`config.mk`:
```
export PLATFORM = sky130hd
export DESIGN_NAME = paged_array_slot_manager
export DESIGN_NICKNAME = d
export VERILOG_FILES = /design/src/design/pasm_pkg.sv /design/src/design/pasm_ctrl.sv /design/src/design/pasm_dp.sv /design/src/design/paged_array_slot_manager.sv
export SDC_FILE = /design/constraint.sdc
export NUM_CORES = 1
export LEC_CHECK = 0
export ABC_AREA = 1
export BUFFER_PORTS_ARGS = -buffer_cell sky130_fd_sc_hd__buf_2
export CELL_PAD_IN_SITES_DETAIL_PLACEMENT = 1
export CELL_PAD_IN_SITES_GLOBAL_PLACEMENT = 1
export CORE_ASPECT_RATIO = 0.9
export CORE_MARGIN = 5
export CORE_UTILIZATION = 40
export CTS_CLUSTER_DIAMETER = 120
export CTS_CLUSTER_SIZE = 25
export DETAILED_ROUTE_END_ITERATION = 16
export PLACE_DENSITY_LB_ADDON = 0.1
export REMOVE_ABC_BUFFERS = 1
export SYNTH_ARGS = -nofsm -noshare
export SYNTH_HDL_FRONTEND = slang
export SYNTH_SLANG_ARGS = --single-unit
export TNS_END_PERCENT = 100
```
`constraint.sdc`:
```
create_clock -name clk_i -period 9.25 [get_ports clk_i]
set_clock_uncertainty 0.15 [all_clocks]
set_input_delay 0 -clock clk_i [delete_from_list [all_inputs] [get_ports clk_i]]
set_output_delay 0 -clock clk_i [all_outputs]
set_load 0.005 [all_outputs]
```
`src/design/pasm_pkg.sv`:
```
package pasm_pkg;

  localparam int unsigned NUM_SLOTS = 6;
  localparam int unsigned PAGE_SIZE = 256;
  localparam int unsigned IDX_W     = 24;
  localparam int unsigned SLOT_W    = 3;
  localparam int unsigned OFF_W     = $clog2(PAGE_SIZE);
  localparam int unsigned PAGE_W    = 16;
  localparam int unsigned CNT_W     = 16;

  typedef logic [IDX_W-1:0]  idx_t;
  typedef logic [SLOT_W-1:0] slot_t;
  typedef logic [OFF_W-1:0]  off_t;
  typedef logic [PAGE_W-1:0] page_t;
  typedef logic [CNT_W-1:0]  cnt_t;

  localparam cnt_t CNT_MAX  = {CNT_W{1'b1}};
  localparam slot_t LAST_SLOT = SLOT_W'(NUM_SLOTS - 1);

  // controller -> datapath
  typedef struct packed {
    logic capture;  // latch a new word, restart the scan
    logic scan;     // examine one slot this cycle
    logic commit;   // update slot state and result register
  } pasm_cmd_t;

  // datapath -> controller
  typedef struct packed {
    logic scan_last;  // slot under scan is the last one
  } pasm_sts_t;

  typedef enum logic [3:0] {
    ST_IDLE   = 4'b0001,
    ST_SCAN   = 4'b0010,
    ST_UPDATE = 4'b0100,
    ST_OUTPUT = 4'b1000
  } pasm_state_e;

endpackage

```
`src/design/pasm_ctrl.sv`:
```
module pasm_ctrl import pasm_pkg::*; (
  input  logic      clk_i,
  input  logic      rst_ni,
  input  logic      in_valid_i,
  output logic      in_ready_o,
  output logic      out_valid_o,
  input  logic      out_ready_i,
  input  pasm_sts_t sts_i,
  output pasm_cmd_t cmd_o
);

  pasm_state_e state_q, state_d;

  // a new word may enter as the previous result leaves
  assign in_ready_o  = (state_q == ST_IDLE) || ((state_q == ST_OUTPUT) && out_ready_i);
  assign out_valid_o = (state_q == ST_OUTPUT);

  always_comb begin
    state_d = state_q;
    unique case (state_q)
      ST_IDLE: begin
        if (in_valid_i) state_d = ST_SCAN;
      end
      ST_SCAN: begin
        if (sts_i.scan_last) state_d = ST_UPDATE;
      end
      ST_UPDATE: begin
        state_d = ST_OUTPUT;
      end
      ST_OUTPUT: begin
        if (out_ready_i) state_d = in_valid_i ? ST_SCAN : ST_IDLE;
      end
      default: begin
        state_d = ST_IDLE;
      end
    endcase
  end

  always_comb begin
    cmd_o.capture = in_valid_i && in_ready_o;
    cmd_o.scan    = (state_q == ST_SCAN);
    cmd_o.commit  = (state_q == ST_UPDATE);
  end

  always_ff @(posedge clk_i or negedge rst_ni) begin
    if (!rst_ni) begin
      state_q <= ST_IDLE;
    end else begin
      state_q <= state_d;
    end
  end

endmodule

```
`src/design/pasm_dp.sv`:
```
module pasm_dp import pasm_pkg::*; (
  input  logic      clk_i,
  input  logic      rst_ni,
  input  pasm_cmd_t cmd_i,
  output pasm_sts_t sts_o,
  input  idx_t      element_index_i,
  output logic      hit_o,
  output slot_t     slot_o,
  output off_t      offset_o,
  output page_t     load_page_o,
  output logic      evict_valid_o,
  output page_t     evict_page_o
);

  // slot state
  logic  valid_q [NUM_SLOTS];
  page_t tag_q   [NUM_SLOTS];
  cnt_t  cnt_q   [NUM_SLOTS];

  // current word
  page_t page_q;
  off_t  off_q;

  // scan state
  slot_t scan_idx_q;
  logic  hit_found_q, free_found_q;
  slot_t hit_slot_q, free_slot_q, best_slot_q;
  cnt_t  hit_cnt_q, best_cnt_q;
  page_t best_tag_q;

  logic  scan_valid;
  page_t scan_tag;
  cnt_t  scan_cnt;

  // commit decision
  slot_t sel_slot;
  cnt_t  sel_cnt;
  logic  do_load;

  assign sts_o.scan_last = (scan_idx_q == LAST_SLOT);

  assign scan_valid = valid_q[scan_idx_q];
  assign scan_tag   = tag_q[scan_idx_q];
  assign scan_cnt   = cnt_q[scan_idx_q];

  always_comb begin
    do_load = !hit_found_q;
    if (hit_found_q) begin
      sel_slot = hit_slot_q;
      sel_cnt  = (hit_cnt_q == CNT_MAX) ? CNT_MAX : hit_cnt_q + cnt_t'(1);
    end else if (free_found_q) begin
      sel_slot = free_slot_q;
      sel_cnt  = cnt_t'(1);
    end else begin
      sel_slot = best_slot_q;
      sel_cnt  = cnt_t'(1);
    end
  end

  always_ff @(posedge clk_i or negedge rst_ni) begin
    if (!rst_ni) begin
      scan_idx_q   <= '0;
      hit_found_q  <= 1'b0;
      free_found_q <= 1'b0;
    end else if (cmd_i.capture) begin
      scan_idx_q   <= '0;
      hit_found_q  <= 1'b0;
      free_found_q <= 1'b0;
    end else if (cmd_i.scan) begin
      scan_idx_q <= scan_idx_q + slot_t'(1);
      if (!hit_found_q && scan_valid && (scan_tag == page_q)) begin
        hit_found_q <= 1'b1;
      end
      if (!free_found_q && !scan_valid) begin
        free_found_q <= 1'b1;
      end
    end
  end

  // scan payload
  always_ff @(posedge clk_i) begin
    if (cmd_i.capture) begin
      page_q      <= element_index_i[OFF_W +: PAGE_W];
      off_q       <= element_index_i[OFF_W-1:0];
      best_slot_q <= '0;
      best_cnt_q  <= '0;
      best_tag_q  <= tag_q[0];
    end else if (cmd_i.scan) begin
      if (!hit_found_q && scan_valid && (scan_tag == page_q)) begin
        hit_slot_q <= scan_idx_q;
        hit_cnt_q  <= scan_cnt;
      end
      if (!free_found_q && !scan_valid) begin
        free_slot_q <= scan_idx_q;
      end
      if (scan_cnt > best_cnt_q) begin
        best_slot_q <= scan_idx_q;
        best_cnt_q  <= scan_cnt;
        best_tag_q  <= scan_tag;
      end
    end
  end

  always_ff @(posedge clk_i or negedge rst_ni) begin
    if (!rst_ni) begin
      for (int i = 0; i < NUM_SLOTS; i++) begin
        valid_q[i] <= 1'b0;
        tag_q[i]   <= '0;
        cnt_q[i]   <= '0;
      end
    end else if (cmd_i.commit) begin
      for (int i = 0; i < NUM_SLOTS; i++) begin
        if (sel_slot == slot_t'(i)) begin
          cnt_q[i] <= sel_cnt;
          if (do_load) begin
            valid_q[i] <= 1'b1;
            tag_q[i]   <= page_q;
          end
        end
      end
    end
  end

  // result register
  always_ff @(posedge clk_i) begin
    if (cmd_i.commit) begin
      hit_o         <= hit_found_q;
      slot_o        <= sel_slot;
      offset_o      <= off_q;
      load_page_o   <= do_load ? page_q : '0;
      evict_valid_o <= do_load && !free_found_q;
      evict_page_o  <= (do_load && !free_found_q) ? best_tag_q : '0;
    end
  end

endmodule

```
`src/design/paged_array_slot_manager.sv`:
```
// Paged array slot manager.
// Input channel (in_valid_i/in_ready_o) carries one word: a 24-bit element
// index. The low 8 bits are the offset in a 256-element page, the upper 16
// bits the page number. Output channel (out_valid_o/out_ready_i) carries one
// result word per input word: hit flag, slot holding the page, offset, the
// page to load on a miss, and the evicted page needing write-back.
// Each accepted word is checked against the slots in turn, slot 0 first,
// in the scan state, then goes through the update state, which loads the
// result register, to the output state. A new word is taken only once the
// previous result leaves, since the single slot-scan loop is shared; it is
// accepted in the same cycle the previous result is taken.
// Stall: while out_valid_o is high and out_ready_i low the result holds and
// no new word is taken.
// Reset: all six slots free, use counts zero, both channels empty.
// Miss policy: lowest free slot, else slot with highest use count (lowest
// index on ties); counts restart on load and saturate at all-ones.
module paged_array_slot_manager import pasm_pkg::*; (
  input  logic  clk_i,
  input  logic  rst_ni,
  input  logic  in_valid_i,
  output logic  in_ready_o,
  input  idx_t  element_index_i,
  output logic  out_valid_o,
  input  logic  out_ready_i,
  output logic  hit_o,
  output slot_t slot_o,
  output off_t  offset_o,
  output page_t load_page_o,
  output logic  evict_valid_o,
  output page_t evict_page_o
);

  pasm_cmd_t cmd;
  pasm_sts_t sts;

  // sequencer: idle / scan / update / output
  pasm_ctrl u_ctrl (
    .clk_i       (clk_i),
    .rst_ni      (rst_ni),
    .in_valid_i  (in_valid_i),
    .in_ready_o  (in_ready_o),
    .out_valid_o (out_valid_o),
    .out_ready_i (out_ready_i),
    .sts_i       (sts),
    .cmd_o       (cmd)
  );

  // slot table, scan registers and result register
  pasm_dp u_dp (
    .clk_i           (clk_i),
    .rst_ni          (rst_ni),
    .cmd_i           (cmd),
    .sts_o           (sts),
    .element_index_i (element_index_i),
    .hit_o           (hit_o),
    .slot_o          (slot_o),
    .offset_o        (offset_o),
    .load_page_o     (load_page_o),
    .evict_valid_o   (evict_valid_o),
    .evict_page_o    (evict_page_o)
  );

endmodule

```
==> key figures, run 1 <==
Run status
  – Outcome: completed

Worst setup path
  – Crit end category: flip-flop
  – Critical Path Source Type: flip-flop
  – Req. time, crit path: 9.24 ns
  – Crit path DAT: 5.61 ns
  – Crit-path max FO: 76
  – WS Path Type: reg -> reg

Placed design
  – Cell Area, Placed: 15,800 um2
  – Detail Placement HPWL: 26,190 um
  – Final Wtd Congestion: 0.7964
  – IO Port Bufs: 74

Power
  – Clock group share of total power: 18.8%
  – Sw Share: 39.41%
  – NetSw: 1.791 mW
  – Leakage: 7.429 nW
  – Sequential share of power: 45.0%
  – Combinational power share: 36.2%
  – P per Cell Area: 273.8 nW/um2
  – Pwr Total: 4.544 mW
  – Worst VDD drop: 0.0001860 V
  – Cell-internal power: 2.753 mW

Logic synthesis
  – Top-count cell post-synth: nand2_1
  – Mapped cell area: 15,200 um2
  – YS warnings: 0
  – Mean Syn Cell Area: 8.999 um2
  – Area leader, netlist: dfrtp_1
  – #FFs+latches synth: 333
  – Synth area leaders: dfrtp_1 34%, edfxtp_1 21%, nand2_1 11%
  – EDFF count, synth: 107
  – Yosys cell types: 45
  – Synth top area share: 33.92%
  – Commonest cells post-synth: 448 x nand2_1, 206 x dfrtp_1, 149 x o21ai_0
  – Async set or reset register ratio after synthesis: 62.16%
  – Register area share after synthesis: 57.73%
  – Commonest register cell after synthesis: dfrtp_1
  – Post-Synthesis Cells: 1,689

Detailed routing
  – DRT Pass-1 Iters: 5
  – Highest Signal Layer: met4
  – Vias per cell: 5.156
  – Final WL: 42,290 um
  – ANT nets after route: 0
  – Routed via count: 11,500
  – Remaining DRCs: 0
  – Detailed Route Iter0 Violations: 685
  – Met3 routed WL: 1218 um
  – Met2 routed WL: 18,950 um
  – Wire per inst: 18.95 um
  – M1 WL: 21,580 um

Final layout
  – Syn-to-layout area delta: 9.203%
  – Finished Cell Area: 16,600 um2
  – Diode count: 0
  – Layout Nets: 1,785
  – Fillers: 4,351
  – Share of layout cells above drive strength 1: 10.70%

Clock tree
  – Clk_lat worst skew: 0.53 ns
  – CTS clk-pin slew, worst paths: 0.10 ns
  – Maximum buffer depth of the clock tree: 3
  – Inserted Clock Buffers: 17
  – Clk sinks: 333
  – CTS H-tree lvls: 1
  – Post-CTS Setup Repair Bufs: 0
  – CTS root buf: clkbuf_16
  – CTS tree: done

Global route
  – Gr usage total: 20.07%
  – Number of global-route vias before repair: 12,020
  – Global-route wire length before repair: 68,700 um
  – Antenna violations before repair: 0
  – Grt ovf: 0
  – Largest net degree at the start of global routing: 77

STA
  – Setup TNS: 0 ns
  – Worst-Margin Slew: 1.175 ns
  – FMAX: 0.1781 GHz
  – Slew HR: 21.57%
  – Max-slew violation count: 0
  – Tcrit/Tclk final: 60.72%
  – Minimum clock period: 5.616 ns
  – RSZ-0062 raised after global routing: no
  – Final setup fails: 0
  – Hold Fails Final Rpt: 0

Worst hold path
  – Hold Path Class: in -> reg

Die
  – CORE AREA: 37,390 um2
  – Total die area: 42,000 um2
  – Boundary pin count: 75
  – Starting Density: 40.65%
  – Chip width: 215.5 um
  – Site Rows: 67
  – Die height: 194.9 um

Job
  – Max-Cap Viols: 0
## cell type report
type	instances	area, um2	share of cell area [%]
clock buffers	28	466.7	2.812
clock inverters	1	20.02	0.1206
inverters	159	600.6	3.618
multi-input cells	1109	5328	32.10
flip-flops and latches	333	8780	52.89
well taps	483	604.3	3.641
repair buffers	118	799.5	4.817
## cells in the final DEF, fill, tap and decap left out, types with 10 or more instances in the layout
| cell | netlist | final |
|---|---|---|
| o21a_1 | 18 | 18 |
| nand3_1 | 71 | 71 |
| clkbuf_1 | 20 | 11 |
| a21oi_1 | 31 | 31 |
| edfxtp_1 | 107 | 107 |
| o22ai_1 | 15 | 15 |
| a32oi_1 | 10 | 10 |
| nand2_1 | 448 | 447 |
| o21ai_2 | 17 | 17 |
| dfxtp_1 | 19 | 19 |
| dlygate4sd3_1 | 0 | 28 |
| o21ai_1 | 118 | 118 |
| clkbuf_16 | 0 | 17 |
| nor2_1 | 139 | 138 |
| inv_1 | 145 | 143 |
| buf_2 | 47 | 73 |
| inv_2 | 12 | 14 |
| dfrtp_1 | 206 | 204 |
| or2_2 | 14 | 14 |
| o21ai_0 | 149 | 149 |
| nand2_2 | 9 | 10 |
| ha_1 | 19 | 19 |
| buf_4 | 4 | 15 |
## logic make-up (layout without fill, tap and decap cells)
family,count (synthesis),in the layout,synth area share [%]
simple gates,706,706,19.13
compound gates,375,375,13.76
flops,333,333,57.73
buf+inv,247,306,7.293
fa+ha+maj,19,19,1.564
xor+xnor,9,9,0.5186
## sequential cells by signal, summed over array words and instances (netlist names), 8 cells and up
name / flops
u_dp.cnt_q: 96
u_dp.hit_cnt_q: 16
u_dp.load_page_o: 16
u_dp.best_tag_q: 16
u_dp.off_q: 8
u_dp.page_q: 16
u_dp.offset_o: 8
u_dp.tag_q: 96
u_dp.evict_page_o: 16
u_dp.best_cnt_q: 16
## worst max-delay path: stages, from the launching register on
cell,delay [ns]
dfrtp_4,0.69
buf_4,0.76
o21ai_0,0.22
o22ai_1,0.21
a32oi_1,0.13
inv_1,0.15
ha_1,0.21
nand2_1,0.09
nor4_1,0.43
a21oi_1,0.14
nand2_1,0.80
nand2_2,0.35
nand2_1,0.86
## metal layers
metal  up-vias  global-route usage, %
li1       5618                      -
met1      5714                  30.50
met2       145                  32.22
met3        26                  1.851
met4         0                  2.726
met5         -                      0
## path summary, 6_finish.rpt
path | cells past startpoint | to | startpoint | slack [ns]
worst max-delay path | 12 | u_dp.best_tag_q[11] | u_dp.scan_idx_q[0] | 3.63
worst min-delay path | 2 | u_dp.page_q[12] | element_index_i[20] | 0.04
worst max register to register | 12 | u_dp.best_tag_q[11] | u_dp.scan_idx_q[0] | 3.63
worst min register to register | 0 | u_dp.offset_o[6] | u_dp.off_q[6] | 0.28
max in group asynchronous | 5 | u_dp.tag_q[34] | rst_ni | 6.67
min in group asynchronous | 3 | u_ctrl.state_q[0] | rst_ni | 0.39
## power groups by stage
| stage | clock, mW | sequential [mW] | combinational, mW |
|---|---|---|---|
| floorplan | 0 | 2.05 | 1.10 |
| global placement | 0 | 2.06 | 1.60 |
| detailed placement | 0 | 2.08 | 1.65 |
| CTS | 0.884 | 2.05 | 1.67 |
| global route | 0.937 | 2.08 | 1.90 |
| finish | 0.854 | 2.05 | 1.64 |
## per-stage QoR
stage	util, %	instances	hold slack (ns)	setup slack (ns)
floorplan	-	1601	-0.4456	2.746
global placement	42.27	2173	-0.1213	3.689
detailed placement	42.27	2173	-0.1161	3.573
CTS	44.39	2231	0.008006	3.547
global route	44.39	2231	0.009701	3.138
finish	44.39	2231	0.03550	3.634
## repair_timing
item | 4_1_cts | 5_1_grt
gates resized for setup | 0 | 0
endpoints found under the hold margin | 97 | 0
setup endpoints to repair | 0 | 0
hold buffers | 29 | 0
Note: power is estimated with default switching activity, not from simulation.
==> inputs of run 2 (changes only) <==
==> constraint.sdc (replaced) <==
create_clock -name clk_i -period 5.2 [get_ports clk_i]
set_clock_uncertainty 0.15 [all_clocks]
set_input_delay 0 -clock clk_i [delete_from_list [all_inputs] [get_ports clk_i]]
set_output_delay 0 -clock clk_i [all_outputs]
set_load 0.005 [all_outputs]
==> run 2 against run 1 <==
  * Design area up 0.99%
  * Register-to-register slack got worse by 2.5 ns
  * Final cell count grew 0.76%
  * Core utilization increased by 0.44 points
  * Die area unchanged
  * Setup slack worse by 2.5 ns
  * Sequential power rose by 77%
  * Global-route usage up 0.87 points
  * Sequential cell count did not move
  * Hold slack lost 0.019 ns
  * Count of clock-buffer cells in the layout stayed put
  * Sequential share of layout area down 0.52 points
==> key figures, run 2 (synthesis gave the netlist of run 1 again) <==
Die
  – Total die area: 42,000 um2
  – Boundary pin count: 75
  – Site Rows: 67
  – Chip width: 215.5 um
  – Starting Density: 40.65%
  – CORE AREA: 37,390 um2
  – Die height: 194.9 um

Worst setup path
  – Max incr delay on CP: 0.79 ns
  – Crit-path max FO: 18
  – Critical Path Source Type: flip-flop
  – Req. time, crit path: 5.25 ns
  – Critical-path top delay cell: dfrtp_1
  – WS Path Type: reg -> reg
  – Crit path cell chain: inv_2, o21ai_0, o22ai_1, a32oi_1, inv_1, ha_1, nand2_1, nor4_1, a21oi_1, nand2_1, nand2_2, nand2_1, buf_4
  – Worst r2r src: u_dp.scan_idx_q[1]
  – Reg-to-reg slack, setup: 1.09 ns
  – Crit end category: flip-flop
  – Worst reg-to-reg path cell count: 13
  – RR Endpoint: u_dp.best_tag_q[5]
  – Most frequent CP cell: nand2_1
  – Crit path DAT: 4.16 ns
  – Crit path from: u_dp.scan_idx_q[1]

Power
  – NetSw: 3.295 mW
  – Combinational power share: 37.1%
  – Cell-internal power: 4.944 mW
  – Sequential share of power: 44.0%
  – Worst VDD drop: 0.0004541 V
  – P per Cell Area: 491.5 nW/um2
  – Leakage: 7.504 nW
  – Sw Share: 39.99%
  – Clock group share of total power: 18.9%

STA
  – Final setup fails: 0
  – FMAX: 0.2435 GHz
  – RSZ-0062 raised after global routing: no
  – Worst-Margin Slew: 1.265 ns
  – Hold Fails Final Rpt: 0
  – Max-slew violation count: 0
  – Setup slack after layout: 1.094 ns
  – Minimum clock period: 4.106 ns
  – Slew HR: 15.47%
  – Tcrit/Tclk final: 78.97%
  – Minimum hold slack: 0.01661 ns

Clock tree
  – Clk sinks: 333
  – CTS root buf: clkbuf_16
  – Clk_lat worst skew: 0.56 ns
  – CTS H-tree lvls: 1
  – Inserted Clock Buffers: 17
  – Post-CTS resize count: 0
  – Maximum buffer depth of the clock tree: 3
  – CTS tree: done
  – CTS clk-pin slew, worst paths: 0.11 ns

Global route
  – Grt ovf: 0
  – Antenna violations before repair: 0
  – Global-route wire length before repair: 71,270 um
  – Met3 usage: 3.002%
  – Number of global-route vias before repair: 12,420
  – Gr usage total: 20.93%
  – M2 GR Usage: 33.27%
  – Global route hottest layer: met2
  – Largest net degree at the start of global routing: 111
  – M1 GR Usage: 31.12%

Final layout
  – Largest regs: u_dp.cnt_q x96, u_dp.tag_q x96
  – Reg area: 8780 um2
  – Most common cell after layout, fill and taps aside: nand2_1
  – Share of layout cells above drive strength 1: 10.88%
  – Fillers: 4,411
  – Most frequent cells in the layout: 447 x nand2_1, 204 x dfrtp_1, 149 x o21ai_0
  – Final Non-Filler Cells: 2,248
  – Syn-to-layout area delta: 10.28%
  – Post-layout util: 44.83%
  – Area of the multi-input gates: 5328 um2
  – Diode count: 0
  – Layout Nets: 1,801

Placed design
  – Number of cells after detailed placement: 2,177
  – Dpl ws: 1.109 ns
  – IO Port Bufs: 74
  – Final Wtd Congestion: 0.7825
  – Detail Placement HPWL: 26,740 um

Detailed routing
  – Detailed Route Iter0 Violations: 829
  – Routed via count: 11,760
  – ANT nets after route: 0
  – Vias per cell: 5.231
  – Remaining DRCs: 0
  – Wire per inst: 19.67 um
  – DRT Pass-1 Iters: 5
  – Final WL: 44,220 um

Job
  – Max-Cap Viols: 0

Worst hold path
  – Worst Hold Depth: 2
  – Hold Crit Start: element_index_i[18]
  – Hold Path Class: in -> reg
  – Sink of the worst hold path: u_dp.page_q[10]

Run status
  – Outcome: completed
run 2: through the flow:
step / setup TNS, ns / cell area [um2] / power, mW
floorplan: -33.93 / 14690 / 5.605
global placement: 0 / 15850 / 6.629
detailed placement: 0 / 15850 / 6.727
CTS: 0 / 16740 / 8.309
global route: 0 / 16760 / 8.866
finish: 0 / 16760 / 8.238
run 2: layout make-up:
class | instances | share of cell area (%)
Clock buffer | 28 | 2.784
Inverter | 159 | 3.583
Multi-Input combinational cell | 1109 | 31.78
Clock inverter | 2 | 0.1717
Timing Repair Buffer | 134 | 5.695
Sequential cell | 333 | 52.38
Tap cell | 483 | 3.605
run 2: repair_timing:
item | CTS | global route
hold buffers | 39 | 2
endpoints found under the hold margin | 129 | 2
setup buffers | 0 | 0
run 2: layer usage:
layer | up-vias | part of all wire [%]
met1 | 5884 | 50
met4 | 0 | 1.6
met5 | - | 0
met3 | 48 | 3.7
met2 | 180 | 44
li1 | 5648 | -
run 2: worst max path at each step:
stage / slack, ns / to
after detailed placement: 1.11 / u_dp.best_tag_q[5]
after CTS: 1.04 / u_dp.best_tag_q[5]
final: 1.09 / u_dp.best_tag_q[5]
after global placement: 1.11 / u_dp.best_tag_q[14]
after floorplan: -1.30 / u_dp.best_tag_q[0]
after global routing: 0.75 / u_dp.best_tag_q[5]
run 2: power by group through the flow:
| stage | Sequential, mW | Combinational, mW | Clock (mW) |
|---|---|---|---|
| after CTS | 3.63 | 3.09 | 1.59 |
| after detailed placement | 3.68 | 3.05 | 0 |
| after global routing | 3.69 | 3.49 | 1.69 |
| after global placement | 3.66 | 2.97 | 0 |
| final | 3.63 | 3.06 | 1.56 |
| after floorplan | 3.65 | 1.96 | 0 |
run 2: critical path: cells and delay by family, from the launching register on:
family	cells	cell delay (ns)
AO/OA/AOI/OAI	4	0.69
adder cells (fa/ha/maj)	1	0.36
buffers and inverters	3	0.83
flip-flops	1	0.79
AND/OR/NAND/NOR	5	0.94
==> inputs of run 3 (changes only) <==
--- a/config.mk
+++ b/config.mk
@@ -5,7 +5,7 @@
 export SDC_FILE = /design/constraint.sdc
 export NUM_CORES = 1
 export LEC_CHECK = 0
-export ABC_AREA = 1
+export ABC_AREA = 0
 export BUFFER_PORTS_ARGS = -buffer_cell sky130_fd_sc_hd__buf_2
 export CELL_PAD_IN_SITES_DETAIL_PLACEMENT = 1
 export CELL_PAD_IN_SITES_GLOBAL_PLACEMENT = 1
==> constraint.sdc (replaced) <==
create_clock -name clk_i -period 4.3 [get_ports clk_i]
set_clock_uncertainty 0.15 [all_clocks]
set_input_delay 0 -clock clk_i [delete_from_list [all_inputs] [get_ports clk_i]]
set_output_delay 0 -clock clk_i [all_outputs]
set_load 0.005 [all_outputs]
==> run 3 against run 2 <==
  * Non-clock buffer count up 4
  * Area after synthesis rose by 0.93%
  * Combinational power shrank 62%
  * Critical path depth decreased by 6
  * Hold slack gained 0.0070 ns
  * Count of clock-buffer cells in the layout stayed put
  * Sequential share of layout area shrank 1.0 points
  * Sequential power is 3% higher
  * Core utilization hardly changed
  * Critical path type unchanged
  * Largest cell class unchanged
==> key figures, run 3 <==
Run status
  – Outcome: completed

Global route
  – Grt ovf: 0
  – Antenna violations before repair: 0
  – Global-route wire length before repair: 60,690 um
  – Gr usage total: 18.15%
  – Number of global-route vias before repair: 9,834
  – Largest net degree at the start of global routing: 80

Worst setup path
  – Crit path DAT: 3.92 ns
  – Largest delay contributor family on the critical path: flip-flops
  – Req. time, crit path: 4.39 ns
  – WS Path Type: reg -> reg
  – Crit path cell chain: buf_4, mux4_1, xor2_1, a2111oi_0, a31oi_1, nor4_2, buf_12
  – Max incr delay on CP: 0.91 ns
  – WP buf/inv: 2
  – Critical Path Source Type: flip-flop
  – Stages on worst setup path: 7
  – Worst reg-to-reg path cell count: 7
  – Crit end category: flip-flop
  – Crit-path max FO: 34
  – Critical-path top delay cell: dfrtp_4

Logic synthesis
  – Mux share of post-synthesis cell area: 22.84%
  – Synth Area in Compound Gates: 5.358%
  – YS warnings: 0
  – Post-Synthesis Cells: 1,130
  – Commonest cells post-synth: 206 x dfrtp_1, 182 x mux2_2, 107 x edfxtp_1
  – #FFs+latches synth: 333
  – Register area share after synthesis: 57.20%
  – Async set or reset register ratio after synthesis: 62.16%
  – EDFF count, synth: 107
  – Commonest register cell after synthesis: dfrtp_1
  – Mapped cell area: 15,340 um2
  – Synth area leaders: dfrtp_1 34%, edfxtp_1 21%, mux2_2 13%
  – Largest family of logic cells by synthesized area: multiplexers
  – Mean Syn Cell Area: 13.58 um2
  – Post-Synth Simple-Gate Area: 8.189%
  – Area leader, netlist: dfrtp_1
  – Synth Area in XOR/XNOR: 1.427%
  – Synth top area share: 33.60%
  – Yosys cell types: 70
  – Adder-cell area share of the yosys netlist: 1.550%
  – Top-count cell post-synth: dfrtp_1

Die
  – Chip width: 216.4 um
  – Site Rows: 68
  – CORE AREA: 38,120 um2
  – Die height: 195.8 um
  – Boundary pin count: 75
  – Total die area: 42,370 um2
  – Starting Density: 40.25%

Power
  – P per Cell Area: 392.7 nW/um2
  – NetSw: 1.998 mW
  – Sequential share of power: 55.6%
  – Sw Share: 29.77%
  – Cell-internal power: 4.713 mW
  – Combinational power share: 17.1%
  – Leakage: 7.285 nW
  – Clock group share of total power: 27.3%
  – Worst VDD drop: 0.0003247 V

Detailed routing
  – Wire per inst: 22.50 um
  – Remaining DRCs: 0
  – Final WL: 38,650 um
  – ANT nets after route: 0
  – Routed via count: 9,313
  – Detailed Route Iter0 Violations: 449
  – DRT Pass-1 Iters: 5
  – Vias per cell: 5.421

Clock tree
  – CTS tree: done
  – Post-CTS Setup Repair Bufs: 0
  – Clk_lat worst skew: 0.53 ns
  – Clk sinks: 333
  – CTS H-tree lvls: 1
  – CTS root buf: clkbuf_16
  – Inserted Clock Buffers: 17
  – Maximum buffer depth of the clock tree: 3
  – CTS clk-pin slew, worst paths: 0.10 ns

Placed design
  – Final Wtd Congestion: 0.7347
  – Detail Placement HPWL: 24,090 um
  – IO Port Bufs: 74

STA
  – Minimum hold slack: 0.02363 ns
  – Worst-Margin Slew: 1.171 ns
  – Max-slew violation count: 0
  – Tcrit/Tclk final: 88.88%
  – Minimum clock period: 3.822 ns
  – Hold Fails Final Rpt: 0
  – Slew HR: 21.95%
  – Final setup fails: 0
  – FMAX: 0.2617 GHz
  – RSZ-0062 raised after global routing: no
  – Setup TNS: 0 ns

Worst hold path
  – Worst Hold Depth: 2
  – Hold Path Class: in -> reg

Final layout
  – Largest regs: u_dp.cnt_q x96, u_dp.tag_q x96
  – Layout Nets: 1,264
  – Most common cell after layout, fill and taps aside: dfrtp_1
  – Most frequent cells in the layout: 204 x dfrtp_1, 182 x mux2_2, 107 x edfxtp_1
  – Share of layout cells above drive strength 1: 30.32%
  – Syn-to-layout area delta: 11.39%

Job
  – Max-Cap Viols: 0
run 3: through the flow:
| stage | total power [mW] | instance area, um2 | setup slack [ns] | instances | util [%] |
|---|---|---|---|---|---|
| after detailed placement | 4.940 | 16290 | 0.4597 | 1659 | 42.73 |
| after global placement | 4.924 | 16290 | 0.4244 | 1659 | 42.73 |
| after global routing | 7.036 | 17090 | 0.1101 | 1717 | 44.83 |
| after floorplan | 4.417 | 14940 | -3.378 | 1060 | - |
| final | 6.711 | 17090 | 0.4783 | 1718 | 44.83 |
| after CTS | 6.813 | 17090 | 0.4460 | 1717 | 44.83 |
run 3: worst paths after layout:
kind	from	endpoint	slack [ns]
max	u_dp.scan_idx_q[0]	u_dp.hit_cnt_q[14]	0.48
min	element_index_i[14]	u_dp.page_q[6]	0.02
max reg2reg	u_dp.scan_idx_q[0]	u_dp.hit_cnt_q[14]	0.48
min reg2reg	u_dp.off_q[6]	u_dp.offset_o[6]	0.28
max in group asynchronous	rst_ni	u_dp.tag_q[1]	2.97
min in group asynchronous	rst_ni	u_dp.cnt_q[46]	0.27
run 3: cell type report:
class                      count  area, um2
antenna                        1      2.502
clock buffer                  28      476.7
clock inverter                 1      16.27
fill                        3942      21030
inverter                      34      127.6
multi-input combinational    693       6061
sequential                   333       8780
tap                          490      613.1
timing repair buffer         138       1012
run 3: power groups by stage:
stage	Clock [mW]	Sequential, mW	Combinational, mW
floorplan	0	3.79	0.626
global placement	0	3.80	1.13
detailed placement	0	3.80	1.14
CTS	1.91	3.74	1.17
global route	2.03	3.76	1.25
finish	1.83	3.73	1.15
run 3: logic make-up after synthesis:
family | after synthesis
xor gates and xnor gates | 25
AOI/OAI and AO/OA | 125
muxes | 286
adders and majority gates | 19
and+or+nand+nor | 238
buffers and inverters | 104
DFF | 333
run 3: repair_timing:
item,in CTS,in global routing
resized for setup,0,0
hold buffers,29,0
hold endpoints to repair,138,0
run 3: layer usage:
| metal | share of wire (%) | wire [um] | up-vias | track usage, % |
|---|---|---|---|---|
| met5 | 0 | 0 | - | 0 |
| met4 | 1.2 | 467 | 0 | 2.402 |
| met3 | 3.2 | 1254 | 29 | 2.314 |
| met2 | 44 | 17170 | 120 | 28.20 |
| met1 | 51 | 19760 | 4900 | 28.10 |
| li1 | - | - | 4264 | - |
